$ cat src/rtl/assert_macros.svh
// Assertion macros used by the framer RTL
`ifndef ASSERT_MACROS_SVH
`define ASSERT_MACROS_SVH

// Overlapping implication, checked on clk, off during rst
`define ASSERT_IMPL(label, ante, cons, msg) \
  label: assert property (@(posedge clk) disable iff (rst) (ante) |-> (cons)) else $error(msg);

// Next-cycle implication, checked on clk, off during rst
`define ASSERT_NEXT(label, ante, cons, msg) \
  label: assert property (@(posedge clk) disable iff (rst) (ante) |=> (cons)) else $error(msg);

`endif

$ cat src/rtl/tfb_pkg.sv
// Types, constants and CRC function for the telemetry framer
`default_nettype none
package tfb_pkg;

  localparam logic [7:0]  MAGIC_A  = 8'hC3;
  localparam logic [7:0]  MAGIC_B  = 8'h3C;
  localparam logic [15:0] CRC_POLY = 16'h1021;
  localparam logic [15:0] CRC_INIT = 16'hFFFF;

  localparam logic [7:0] VERSION_RESET = 8'd7;
  localparam logic [7:0] TYPE_RESET    = 8'd1;

  // register indexes of the write port
  localparam logic REG_PROTOCOL_VERSION = 1'b0;
  localparam logic REG_FRAME_TYPE       = 1'b1;

  typedef struct packed {
    logic [7:0]  payload_byte;
    logic        first_byte;
    logic        last_byte;
    logic [15:0] payload_length;
  } in_item_t;

  typedef struct packed {
    logic [7:0] out_byte;
    logic       run_last;
    logic       frame_end;
  } out_item_t;

  // one byte handed from the sequencer to the output register
  typedef struct packed {
    logic      valid;
    out_item_t item;
  } emit_t;

  // position inside the output sequence of one request
  typedef enum logic [3:0] {
    PH_HDR0   = 4'd0,
    PH_HDR1   = 4'd1,
    PH_HDR2   = 4'd2,
    PH_HDR3   = 4'd3,
    PH_HDR4   = 4'd4,
    PH_HDR5   = 4'd5,
    PH_HDR6   = 4'd6,
    PH_HDR7   = 4'd7,
    PH_DATA   = 4'd8,
    PH_CRC_LO = 4'd9,
    PH_CRC_HI = 4'd10
  } phase_t;

  // CRC-16/CCITT-FALSE, one byte, MSB first
  function automatic logic [15:0] crc_byte(input logic [15:0] crc_in, input logic [7:0] b);
    logic [15:0] c;
    c = crc_in ^ {b, 8'h00};
    for (int i = 0; i < 8; i++) begin
      if (c[15]) begin
        c = {c[14:0], 1'b0} ^ CRC_POLY;
      end else begin
        c = {c[14:0], 1'b0};
      end
    end
    return c;
  endfunction

endpackage
`default_nettype wire

$ cat src/rtl/telemetry_frame_builder_crc16.sv
// A request is held in the sequencer stage and its bytes are registered onto out_data.
// Throughput: one output byte per cycle unless the output stalls; a request yields
//   1 byte for a plain byte, 9 with a header, 3 with the CRC trailer, 11 with both,
//   none for a byte outside a frame. The next request is taken as the last byte leaves.
// Reset (rst, synchronous): clears frame state, CRC to 0xFFFF, sequence to 0,
//   version to 7 and frame type to 1.
`default_nettype none
module telemetry_frame_builder_crc16 (
  input  wire logic               clk,
  input  wire logic               rst,
  input  wire logic               in_valid,
  output logic                    in_ready,
  input  wire tfb_pkg::in_item_t  in_data,
  output logic                    out_valid,
  input  wire logic               out_ready,
  output tfb_pkg::out_item_t      out_data,
  input  wire logic               cfg_we,
  input  wire logic               cfg_index,
  input  wire logic [7:0]         cfg_data
);

  logic [7:0]     protocol_version;
  logic [7:0]     frame_type;
  logic           out_free;
  tfb_pkg::emit_t emit;

  always_ff @(posedge clk) begin
    if (rst) begin
      protocol_version <= tfb_pkg::VERSION_RESET;
      frame_type       <= tfb_pkg::TYPE_RESET;
    end else if (cfg_we) begin
      case (cfg_index)
        tfb_pkg::REG_PROTOCOL_VERSION: protocol_version <= cfg_data;
        tfb_pkg::REG_FRAME_TYPE:       frame_type       <= cfg_data;
        default:                       protocol_version <= protocol_version;
      endcase
    end
  end

  tfb_seq u_seq (
    .clk              (clk),
    .rst              (rst),
    .in_valid         (in_valid),
    .in_ready         (in_ready),
    .in_data          (in_data),
    .protocol_version (protocol_version),
    .frame_type       (frame_type),
    .out_free         (out_free),
    .emit             (emit)
  );

  tfb_out_reg u_out_reg (
    .clk       (clk),
    .rst       (rst),
    .emit      (emit),
    .out_free  (out_free),
    .out_valid (out_valid),
    .out_ready (out_ready),
    .out_data  (out_data)
  );

endmodule
`default_nettype wire

$ cat src/rtl/tfb_out_reg.sv
// Output register for framed bytes
`default_nettype none
module tfb_out_reg (
  input  wire logic               clk,
  input  wire logic               rst,
  input  wire tfb_pkg::emit_t     emit,
  output logic                    out_free,
  output logic                    out_valid,
  input  wire logic               out_ready,
  output tfb_pkg::out_item_t      out_data
);

  logic out_valid_next;

  assign out_free = !out_valid || out_ready;

  always_comb begin
    if (emit.valid) begin
      out_valid_next = 1'b1;
    end else if (out_ready) begin
      out_valid_next = 1'b0;
    end else begin
      out_valid_next = out_valid;
    end
  end

  always_ff @(posedge clk) begin
    if (rst) begin
      out_valid <= 1'b0;
    end else begin
      out_valid <= out_valid_next;
    end
  end

  always_ff @(posedge clk) begin
    if (emit.valid) begin
      out_data <= emit.item;
    end
  end

endmodule
`default_nettype wire

$ cat src/rtl/tfb_seq.sv
// Request holding stage, byte sequencer and CRC/sequence state
`default_nettype none
`include "assert_macros.svh"
module tfb_seq (
  input  wire logic               clk,
  input  wire logic               rst,
  input  wire logic               in_valid,
  output logic                    in_ready,
  input  wire tfb_pkg::in_item_t  in_data,
  input  wire logic [7:0]         protocol_version,
  input  wire logic [7:0]         frame_type,
  input  wire logic               out_free,
  output tfb_pkg::emit_t          emit
);

  tfb_pkg::in_item_t item;
  logic              stage_valid;
  logic              stage_valid_next;
  tfb_pkg::phase_t   state;
  tfb_pkg::phase_t   state_next;
  logic [15:0]       crc;
  logic [15:0]       crc_next;
  logic [15:0]       frame_sequence;
  logic [15:0]       frame_sequence_next;
  logic              inside_frame;
  logic              inside_frame_next;

  logic        load;
  logic        done;
  logic [7:0]  hdr_byte;
  logic [15:0] crc_base;

  assign in_ready = !stage_valid || done;
  assign load     = in_valid && in_ready;

  always_comb begin
    case (state)
      tfb_pkg::PH_HDR0: hdr_byte = tfb_pkg::MAGIC_A;
      tfb_pkg::PH_HDR1: hdr_byte = tfb_pkg::MAGIC_B;
      tfb_pkg::PH_HDR2: hdr_byte = protocol_version;
      tfb_pkg::PH_HDR3: hdr_byte = frame_type;
      tfb_pkg::PH_HDR4: hdr_byte = frame_sequence[7:0];
      tfb_pkg::PH_HDR5: hdr_byte = frame_sequence[15:8];
      tfb_pkg::PH_HDR6: hdr_byte = item.payload_length[7:0];
      tfb_pkg::PH_HDR7: hdr_byte = item.payload_length[15:8];
      default:          hdr_byte = item.payload_byte;
    endcase
  end

  // outputs of the sequencer
  always_comb begin
    emit           = '0;
    done           = 1'b0;
    if (stage_valid) begin
      case (state)
        tfb_pkg::PH_HDR0, tfb_pkg::PH_HDR1, tfb_pkg::PH_HDR2, tfb_pkg::PH_HDR3,
        tfb_pkg::PH_HDR4, tfb_pkg::PH_HDR5, tfb_pkg::PH_HDR6, tfb_pkg::PH_HDR7: begin
          emit.valid         = out_free;
          emit.item.out_byte = hdr_byte;
        end
        tfb_pkg::PH_DATA: begin
          if (!inside_frame) begin
            // stray byte outside a frame: dropped, no result
            done = 1'b1;
          end else begin
            emit.valid         = out_free;
            emit.item.out_byte = item.payload_byte;
            emit.item.run_last = !item.last_byte;
            done               = out_free && !item.last_byte;
          end
        end
        tfb_pkg::PH_CRC_LO: begin
          emit.valid         = out_free;
          emit.item.out_byte = crc[7:0];
        end
        tfb_pkg::PH_CRC_HI: begin
          emit.valid          = out_free;
          emit.item.out_byte  = crc[15:8];
          emit.item.run_last  = 1'b1;
          emit.item.frame_end = 1'b1;
          done                = out_free;
        end
        default: begin
          done = 1'b1;
        end
      endcase
    end
  end

  // next phase
  always_comb begin
    state_next = state;
    if (load) begin
      state_next = in_data.first_byte ? tfb_pkg::PH_HDR0 : tfb_pkg::PH_DATA;
    end else if (emit.valid && !done) begin
      case (state)
        tfb_pkg::PH_HDR0:   state_next = tfb_pkg::PH_HDR1;
        tfb_pkg::PH_HDR1:   state_next = tfb_pkg::PH_HDR2;
        tfb_pkg::PH_HDR2:   state_next = tfb_pkg::PH_HDR3;
        tfb_pkg::PH_HDR3:   state_next = tfb_pkg::PH_HDR4;
        tfb_pkg::PH_HDR4:   state_next = tfb_pkg::PH_HDR5;
        tfb_pkg::PH_HDR5:   state_next = tfb_pkg::PH_HDR6;
        tfb_pkg::PH_HDR6:   state_next = tfb_pkg::PH_HDR7;
        tfb_pkg::PH_HDR7:   state_next = tfb_pkg::PH_DATA;
        tfb_pkg::PH_DATA:   state_next = tfb_pkg::PH_CRC_LO;
        tfb_pkg::PH_CRC_LO: state_next = tfb_pkg::PH_CRC_HI;
        default:            state_next = state;
      endcase
    end
  end

  always_comb begin
    stage_valid_next = stage_valid;
    if (load) begin
      stage_valid_next = 1'b1;
    end else if (done) begin
      stage_valid_next = 1'b0;
    end
  end

  // frame state: header restarts the CRC, high CRC byte closes the frame
  assign crc_base = (state == tfb_pkg::PH_HDR0) ? tfb_pkg::CRC_INIT : crc;

  always_comb begin
    crc_next            = crc;
    frame_sequence_next = frame_sequence;
    inside_frame_next   = inside_frame;
    if (emit.valid) begin
      case (state)
        tfb_pkg::PH_CRC_LO: begin
          crc_next = crc;
        end
        tfb_pkg::PH_CRC_HI: begin
          crc_next            = tfb_pkg::CRC_INIT;
          frame_sequence_next = frame_sequence + 16'd1;
          inside_frame_next   = 1'b0;
        end
        default: begin
          crc_next = tfb_pkg::crc_byte(crc_base, emit.item.out_byte);
          if (state == tfb_pkg::PH_HDR0) begin
            inside_frame_next = 1'b1;
          end
        end
      endcase
    end
  end

  always_ff @(posedge clk) begin
    if (rst) begin
      stage_valid    <= 1'b0;
      state          <= tfb_pkg::PH_DATA;
      crc            <= tfb_pkg::CRC_INIT;
      frame_sequence <= '0;
      inside_frame   <= 1'b0;
    end else begin
      stage_valid    <= stage_valid_next;
      state          <= state_next;
      crc            <= crc_next;
      frame_sequence <= frame_sequence_next;
      inside_frame   <= inside_frame_next;
    end
  end

  always_ff @(posedge clk) begin
    if (load) begin
      item <= in_data;
    end
  end

  `ASSERT_IMPL(a_frame_end_last, emit.valid && emit.item.frame_end, emit.item.run_last, "frame end without run_last")
  `ASSERT_IMPL(a_crc_in_frame, stage_valid && (state == tfb_pkg::PH_CRC_LO || state == tfb_pkg::PH_CRC_HI), inside_frame, "CRC phase outside a frame")
  `ASSERT_NEXT(a_close_frame, emit.valid && state == tfb_pkg::PH_CRC_HI, !inside_frame && crc == tfb_pkg::CRC_INIT, "frame not closed after CRC")

endmodule
`default_nettype wire

$ cat config.mk
export PLATFORM = sky130hd
export DESIGN_NAME = telemetry_frame_builder_crc16
export DESIGN_NICKNAME = d
export VERILOG_FILES = /design/src/rtl/tfb_pkg.sv /design/src/rtl/telemetry_frame_builder_crc16.sv /design/src/rtl/tfb_out_reg.sv /design/src/rtl/tfb_seq.sv
export VERILOG_INCLUDE_DIRS = /design/src /design/src/rtl
export SDC_FILE = /design/constraint.sdc
export NUM_CORES = 1
export LEC_CHECK = 0
export ABC_AREA = 1
export BUFFER_PORTS_ARGS = -buffer_cell sky130_fd_sc_hd__clkbuf_2
export CAP_MARGIN = 15
export CORE_UTILIZATION = 43
export CTS_CLUSTER_SIZE = 25
export DETAILED_ROUTE_END_ITERATION = 8
export REMOVE_ABC_BUFFERS = 1
export SETUP_SLACK_MARGIN = 0.2
export SLEW_MARGIN = 20
export SYNTH_ARGS = -nofsm -noshare
export SYNTH_HDL_FRONTEND = slang
export SYNTH_SLANG_ARGS = --single-unit
$ cat constraint.sdc
create_clock -name clk -period 2.7 [get_ports clk]
set_input_delay 0.405 -clock clk [delete_from_list [all_inputs] [get_ports clk]]
set_output_delay 0.405 -clock clk [all_outputs]
set_load 0.05 [all_outputs]
==> results.yml <==
status:
  status: "complete, no violations"
clock_tree:
  cts_tree: "yes"
  post_cts_buffers: 0
  hold_buffers: 0
  clock_path_buffers: 2
  clockRootBuffer: "clkbuf_8"
  clk_latency_ns: 0.38
  cts_num_sinks: 90
  cts_resized: 0
  htreeDepth: 3
  cts.reportedPaths.clkPinSlew_ns: 0.09
  numCtsBuffers: 9
routing:
  drc_errors: 0
  viasPerCell: 5.23
  dr_total_vias: 4467
  drtPass1Iterations: 5
  postRouteAntennaNets: 0
  wl_per_cell_um: 14.4
  routed_wl_mm: 12.3
  drt-initial-drc-count: 344
placed_design:
  place_inst: 838
  hpwl_mm: 9.13
  place.gp.congestion: 0.925
  placed_area_um2: 5100
  port_buffers: 51
critical_path:
  startpoint_type: "flip-flop"
  crit_buf_inv: 1
  max_stage_delay_ns: 0.53
  critPathTopFamily: "simple AND/OR/NAND/NOR gates"
  critPathKind: "flip-flop to output pin"
  cp.arrival_ns: 1.86
  slowest_stage: "dfxtp_1"
  timing.critical_path.required_ns: 2.30
  worst_setup_path_end_kind: "output pin"
  crit_chain: "nand2_2, nor2_2, nand2_1, nand3_1, clkbuf_2"
  critPathMaxFanout: 5
power_and_ir_drop:
  power_density_nw_per_um2: 602
  clock_power_share_pct: 29.5
  vdd_drop_max_mv: 0.369
  power.internal_mw: 2.19
  p_seq_share_pct: 49.2
  power.share.combinational_pct: 21.4
  p_switching_mw: 1.00
  p_sw_share_pct: 31.5
  leakage_nw: 2.44
global_route:
  antenna_found_initial: 0
  grt_usage_pct: 23.3
  grt_pass1_wl_mm: 20.2
  grt_pass1_vias: 4021
  grt_overflow_total: 0
  grt_max_degree: 27
final_layout:
  instances_no_fill: 854
  nNetsFinal: 754
  layout_commonest_cell: "nand2_1"
  antenna-diode-count: 0
  layout_common_cells: "nand2_1 (180), nor2_1 (94), nand3_1 (92)"
  fillers: 1057
  area_delta_synth_final_pct: 13.1
  layout-drive-gt1-share_pct: 13.8
  finish.instance_area_um2: 5300
yosys:
  synth_seq_area_share_pct: 45.9
  synth_edf_count: 35
  postSynthAreaPerCell_um2: 7.10
  synthDistinctLibCells: 34
  syn_area_um2: 4690
  synth_top_area_cell: "dfxtp_1"
  ys_warn_count: 0
  synthTopCellsByArea: "dfxtp_1 (23%), edfxtp_1 (22%), nand2_1 (14%), nand3_1 (9.8%), nor2_1 (7.5%)"
  yosys_most_used_dff: "dfxtp_1"
  async_flop_share_pct: 0
  synth_top_area_share_pct: 23.5
  ys_ff_latch: 90
  synthCells: 660
timing:
  finalHoldViolCount: 0
  fmax_ghz: 0.441
  finalClockSkew_ns: 0.0144
  hold_ws_ns: 0.188
  finalSetupViolations: 0
  fin_tns_setup_ns: 0
  grt_setup_unrepaired: "no"
  slew_headroom_pct: 58.6
  final_max_slew_viol_count: 0
  fin_crit_sh_pct: 84.0
  tightest_slew_ns: 0.615
  period_minus_slack_ns: 2.27
floorplan:
  num_io_pins: 52
  rows: 37
  core_area_um2: 10500
  die_y_um: 106
  initial_core_util_pct: 44.8
  die-area_um2: 11300
  chipWidth_um: 106
min_path:
  hp-class: "input port to flip-flop"
run:
  maxCapViolCount: 0
-- cell type report --
type	count	area, um^2	area share, %
inverter	67	251	4.74
multi-input combinational	485	2200	41.4
sequential	90	2150	40.6
clock buffer	12	155	2.93
clock inverter	4	41.3	0.779
tap	136	170	3.21
timing repair buffer	60	335	6.33
-- metrics by stage --
stage | utilization (%) | total power [mW] | setup slack [ns]
floorplan | - | 2.05 | 0.169
detailed placement | 48.7 | 2.27 | 0.408
global route | 50.7 | 3.37 | 0.322
global placement | 48.7 | 2.26 | 0.557
finish | 50.7 | 3.19 | 0.432
CTS | 50.6 | 3.22 | 0.399
-- power groups by stage --
stage | registers [mW] | logic [mW] | clock network, mW
after floorplan | 1.62 | 0.437 | 0
after global placement | 1.60 | 0.661 | 0
after detailed placement | 1.60 | 0.674 | 0
after CTS | 1.57 | 0.677 | 0.970
after global routing | 1.58 | 0.762 | 1.03
final | 1.57 | 0.682 | 0.940
-- cells in the mapped netlist, drive strengths merged, types with 4 or more instances --
master    n
nand2   184
o21ai    34
nand3b    4
nand3    94
a21oi    35
inv      66
nor3     14
nor2    105
buf      13
clkbuf    5
dfxtp    55
edfxtp   35
-- sequential cells by signal, summed over array words and instances, names as in the netlist --
name and flops:
u_seq.item 25, protocol_version 8, u_seq.crc 16, u_out_reg.out_valid 1, frame_type 8, u_seq.state 4
u_seq.frame_sequence 16, u_out_reg.out_data 10, u_seq.inside_frame 1, u_seq.stage_valid 1
-- per-layer routing --
metal	share of wire, %	global-route usage [%]	vias to the layer above
met1	46	31.5	2043
li1	-	-	2266
met2	45	36.4	135
met5	0	0	-
met3	7.0	6.07	23
met4	1.8	7.44	0
-- kinds of logic (layout without fill, tap and decap cells) --
group	after synthesis	in the layout	synth area share (%)
simple gates	407	407	37.8
flops	90	90	45.9
buf+inv	85	143	7.34
compound gates	75	75	8.33
xor+xnor	2	2	0.374
fa+ha+maj	1	1	0.267
-- final timing paths --
| path | from | end | cells after the start | slack (ns) |
|---|---|---|---|---|
| min | in_data[24] | u_seq.item[24] | 1 | 0.19 |
| max | u_seq.state[3] | in_ready | 5 | 0.43 |
| min reg2reg | frame_type[0] | frame_type[0] | 2 | 0.47 |
| max reg2reg | u_seq.state[3] | u_seq.crc[14] | 15 | 0.47 |
(Power assumes the default switching activity.)
